File: src/design/kmps_pkg.sv
// ----------------------------------------------------------------------------
// kmps_pkg
// Shared constants, codes and the CRC-32 table function for the keyed
// minimum priority store.
// ----------------------------------------------------------------------------
package kmps_pkg;

   localparam int COUNT_W = 11;

   localparam logic [31:0] CRC_INIT  = 32'hFFFF_FFFF;
   localparam logic [31:0] CRC_POLY  = 32'hEDB8_8320;
   localparam logic [7:0]  BYTE_MASK = 8'hFF;

   localparam logic [2:0] MODE_ADD    = 3'd0;
   localparam logic [2:0] MODE_REMOVE = 3'd1;
   localparam logic [2:0] MODE_CHANGE = 3'd2;
   localparam logic [2:0] MODE_QUERY  = 3'd3;
   localparam logic [2:0] MODE_RMMIN  = 3'd4;

   localparam logic [1:0] ST_OK   = 2'd0;
   localparam logic [1:0] ST_MISS = 2'd1;
   localparam logic [1:0] ST_FULL = 2'd2;

   // reflected CRC-32 table entry
   function automatic logic [31:0] crc_entry(input logic [7:0] idx);
      logic [31:0] c;
      c = {24'd0, idx};
      for (int j = 0; j < 8; j++) begin
         c = c[0] ? ((c >> 1) ^ CRC_POLY) : (c >> 1);
      end
      return c;
   endfunction

endpackage

File: src/design/kmps_crc.sv
// ----------------------------------------------------------------------------
// kmps_crc
// Byte-serial CRC-32 (no final inversion) over a 64-bit key, least significant byte first,
// one table lookup per cycle.
// ----------------------------------------------------------------------------
module kmps_crc (
   input  logic        clock,
   input  logic        reset,
   input  logic        start,
   input  logic [63:0] key,
   output logic        done,
   output logic [31:0] hash
);

   logic [31:0] c_ff;
   logic [63:0] k_ff;
   logic [2:0]  cnt_ff;
   logic        busy_ff;
   logic        done_ff;

   always_ff @(posedge clock) begin
      if (reset) begin
         busy_ff <= 1'b0;
         done_ff <= 1'b0;
         cnt_ff  <= '0;
      end else begin
         done_ff <= 1'b0;
         if (start) begin
            c_ff    <= kmps_pkg::CRC_INIT;
            k_ff    <= key;
            cnt_ff  <= '0;
            busy_ff <= 1'b1;
         end else if (busy_ff) begin
            c_ff   <= kmps_pkg::crc_entry((c_ff[7:0] ^ k_ff[7:0]) & kmps_pkg::BYTE_MASK)
                      ^ (c_ff >> 8);
            k_ff   <= k_ff >> 8;
            cnt_ff <= cnt_ff + 3'd1;
            if (cnt_ff == 3'd7) begin
               busy_ff <= 1'b0;
               done_ff <= 1'b1;
            end
         end
      end
   end

   assign done = done_ff;
   assign hash = c_ff;

endmodule

File: config.mk
export PLATFORM = sky130hd
export DESIGN_NAME = kmps_crc
export DESIGN_NICKNAME = d
export VERILOG_FILES = /design/src/design/kmps_pkg.sv /design/src/design/kmps_crc.sv
export SDC_FILE = /design/constraint.sdc
export NUM_CORES = 1
export LEC_CHECK = 0
export BUFFER_PORTS_ARGS = -buffer_cell sky130_fd_sc_hd__clkbuf_2
export CORE_MARGIN = 1
export CORE_UTILIZATION = 38
export CTS_CLUSTER_SIZE = 12
export DETAILED_ROUTE_END_ITERATION = 16
export MAX_ROUTING_LAYER = met4
export PLACE_DENSITY_LB_ADDON = 0.3
export SETUP_SLACK_MARGIN = 0.3
export SLEW_MARGIN = 0
export SYNTH_ARGS = -nofsm -noshare
export SYNTH_HDL_FRONTEND = slang
export SYNTH_SLANG_ARGS = --single-unit
File: constraint.sdc
create_clock -name clock -period 18.46 [get_ports clock]
set_clock_uncertainty 0.1 [all_clocks]
set_input_delay 1.846 -clock clock [delete_from_list [all_inputs] [get_ports clock]]
set_output_delay 1.846 -clock clock [all_outputs]
set_load 0.005 [all_outputs]
==> results_dict.tcl <==
set metrics [dict create \
    max-vdd-ir-drop_mv 0.05385 \
    power.density_nw_per_um2 116.0 \
    finish.net_count 454 \
    cp-endpoint "hash[30]" \
    drt_iter0_drc 157 \
    reg2reg_to "hash[30]" \
    setup_viol 0 \
    final_util_pct 46.79 \
    critPathCaptureType "flip-flop" \
    syn_avg_cell_area_sq_um 17.38 \
    regToRegSetupSlack_ns 15.89 \
    dp_slack_ns 13.52 \
    ios 100 \
    hold_path_class "flip-flop to flip-flop" \
    ant_nets 0 \
    min_period_ns 4.488 \
    post_drt_wl_per_cell_microns 15.21 \
    drv_cap 0 \
    grt_overflow_total 0 \
    synthMuxAreaShare_pct 13.09 \
    fin_crit_sh_pct 24.31 \
    dp_cells 546 \
    final_cell_mix "clkbuf_2, edfxtp_1, mux2_2, nand2b_1, xnor2_1" \
    vias 2531 \
    fmax_mhz 222.8 \
    yosysWarningCount 0 \
    worst-setup-path-type "input pin to flip-flop" \
    synth_compound_area_share_pct 0 \
    layout_setup_ws_ns 13.97 \
    antenna_cells 0 \
    via_per_inst 4.512 \
    dpl.hpwl_microns 5739 \
    clock_sinks 101 \
    h-tree-depth 3 \
    drive_gt1_share_pct 48.07 \
    start_kind "input pin" \
    path_common_cell "buf_4" \
    hp-start "busy_ff" \
    cts-buffers-inserted 9 \
    syn_nets 355 \
    final_common_cell "clkbuf_2" \
    cts_buffer_depth 2 \
    status "complete, no violations" \
    port-buffer-count 99 \
    drt_first_pass_iters 4 \
    max_slew_margin_pct 31.13 \
    initial_core_util_pct 39.23 \
    final_hold_viol_count 0 \
    hold_slack_ns 0.4319 \
    ys_types 24 \
    critical_path_buf_inv_count 2 \
    final_cell_area_sq_um 5928 \
    required_ns 18.33 \
    cp_top_family "buffers and inverters" \
    die_w_microns 116.4 \
    synth-simple-area-share_pct 5.890 \
    slew_violations 0 \
    synthXorXnorAreaFrac_pct 19.61 \
    post_cts_resized 0 \
    cpPeakStageDelay_ns 0.81 \
    cts_tree "built" \
    critPathSlowestCell "buf_4" \
    clkTransAtPathRegs_ns 0.07 \
    syn_area_sq_um 4971 \
    die_h_microns 116.4 \
    antenna_found_initial 0 \
    place_area_sq_um 5654 \
    synth_top_family_by_area "XOR/XNOR gates" \
    grt_pass1_wl_microns 13410 \
    grtUsageTotal_pct 14.06 \
    crit_path_max_fanout 102 \
    critical_path_depth 4 \
    gp_congestion 0.7307 \
    postCtsSetupBuffers 0 \
    cp_cell_sequence "buf_4 -> nor2_1 -> nor2_4 -> buf_4" \
    die_area_sq_um 13540 \
    rsz0062_at_grt "no" \
    fin_tns_setup_ns 0 \
    core_sq_um 12670 \
    totalWireLength_microns 8531 \
    synth_cells 286 \
    p_total_mw 0.6875 \
    synth-seq-cells 101 \
    grt_pass1_vias 2545 \
    clock_latency_ns 0.35 \
    synthAdderAreaFrac_pct 0.5034 \
    crit_path_start "start" \
    cts_root_buf "clkbuf_16" \
    rr_worst_depth 3 \
    cp.arrival_ns 4.36 \
    tightest_slew_ns 1.033 \
    p_leak_nw 2.310 \
    syn_to_final_growth_pct 19.26 \
    r2r_start "busy_ff" \
    grt_max_degree 103 \
    cts_hold_buf 0 \
    ys_seq_area_share_pct 60.01 \
    final_cells 561 \
    rows 41 \
    drc 0 \
]
synth_stat cells:
master / instances / area share [%]
edfxtp_1: 96 / 58
mux2_2: 56 / 13
nand2b_1: 29 / 3.6
xnor2_1: 21 / 3.7
xnor3_1: 15 / 6.8
xor2_1: 13 / 2.3
and2_1: 8 / 1.0
clkbuf_1: 7 / 0.53
buf_1: 5 / 0.38
dfxtp_1: 5 / 2.0
nor3_1: 5 / 0.50
xnor2_4: 5 / 2.8
xnor2_2: 4 / 1.3
ha_1: 2 / 0.50
mux2i_1: 2 / 0.40
nor2_1: 2 / 0.15
or2_1: 2 / 0.25
xnor3_4: 2 / 1.1
xor2_2: 2 / 0.65
nand2_1: 1 / 0.075
nor2b_1: 1 / 0.13
or2_2: 1 / 0.13
xor2_4: 1 / 0.55
xor3_1: 1 / 0.48
metal layers:
layer	global-route usage, %	vias up	part of all wire [%]
met4	3.846	0	1.0
met1	17.09	1217	44
met3	5.189	10	6.2
li1	-	1232	-
met2	22.01	72	49
met5	-	-	0
cell type report:
type | instances | area, sq um
clock buffers | 9 | 225.2
clock inverters | 6 | 48.80
well taps | 172 | 215.2
flip-flops and latches | 101 | 2983
fillers | 1142 | 6743
repair buffers | 100 | 505.5
multi-input cells | 173 | 1951
sequential cells by signal (all words and copies together), names as in the netlist:
signal and cells:
done 1, k_ff 64, busy_ff 1, cnt_ff 3, hash 32
how the worst min path moves through the flow:
| stage | slack, ns | cells after the start | endpoint |
|---|---|---|---|
| finish | 0.43 | 2 | done |
| global route | 0.46 | 1 | k_ff[24] |
| CTS | 0.44 | 2 | done |
| detailed placement | 0.42 | 2 | done |
| global placement | 0.42 | 2 | cnt_ff[2] |
| floorplan | 0.40 | 2 | cnt_ff[1] |
power by group:
part / switching (mW) / leakage (nW) / internal (mW)
logic: 0.0836 / 1.24 / 0.124
registers: 0.0150 / 0.935 / 0.288
clock network: 0.0844 / 0.136 / 0.0921
cells by family (layout without fill, tap and decap cells):
kind of cell,count (synthesis),in the layout
fa+ha+maj,2,2
xor+xnor,64,64
mux,58,58
simple gates,49,49
buf+inv,12,115
flops,101,101
tightest hold or removal path, cell delays in order, from the launching register on:
cell     delay, ns
dfxtp_1       0.37
nand2_1       0.08
nor3_1        0.04
Power figures use the tool's default switching activity.
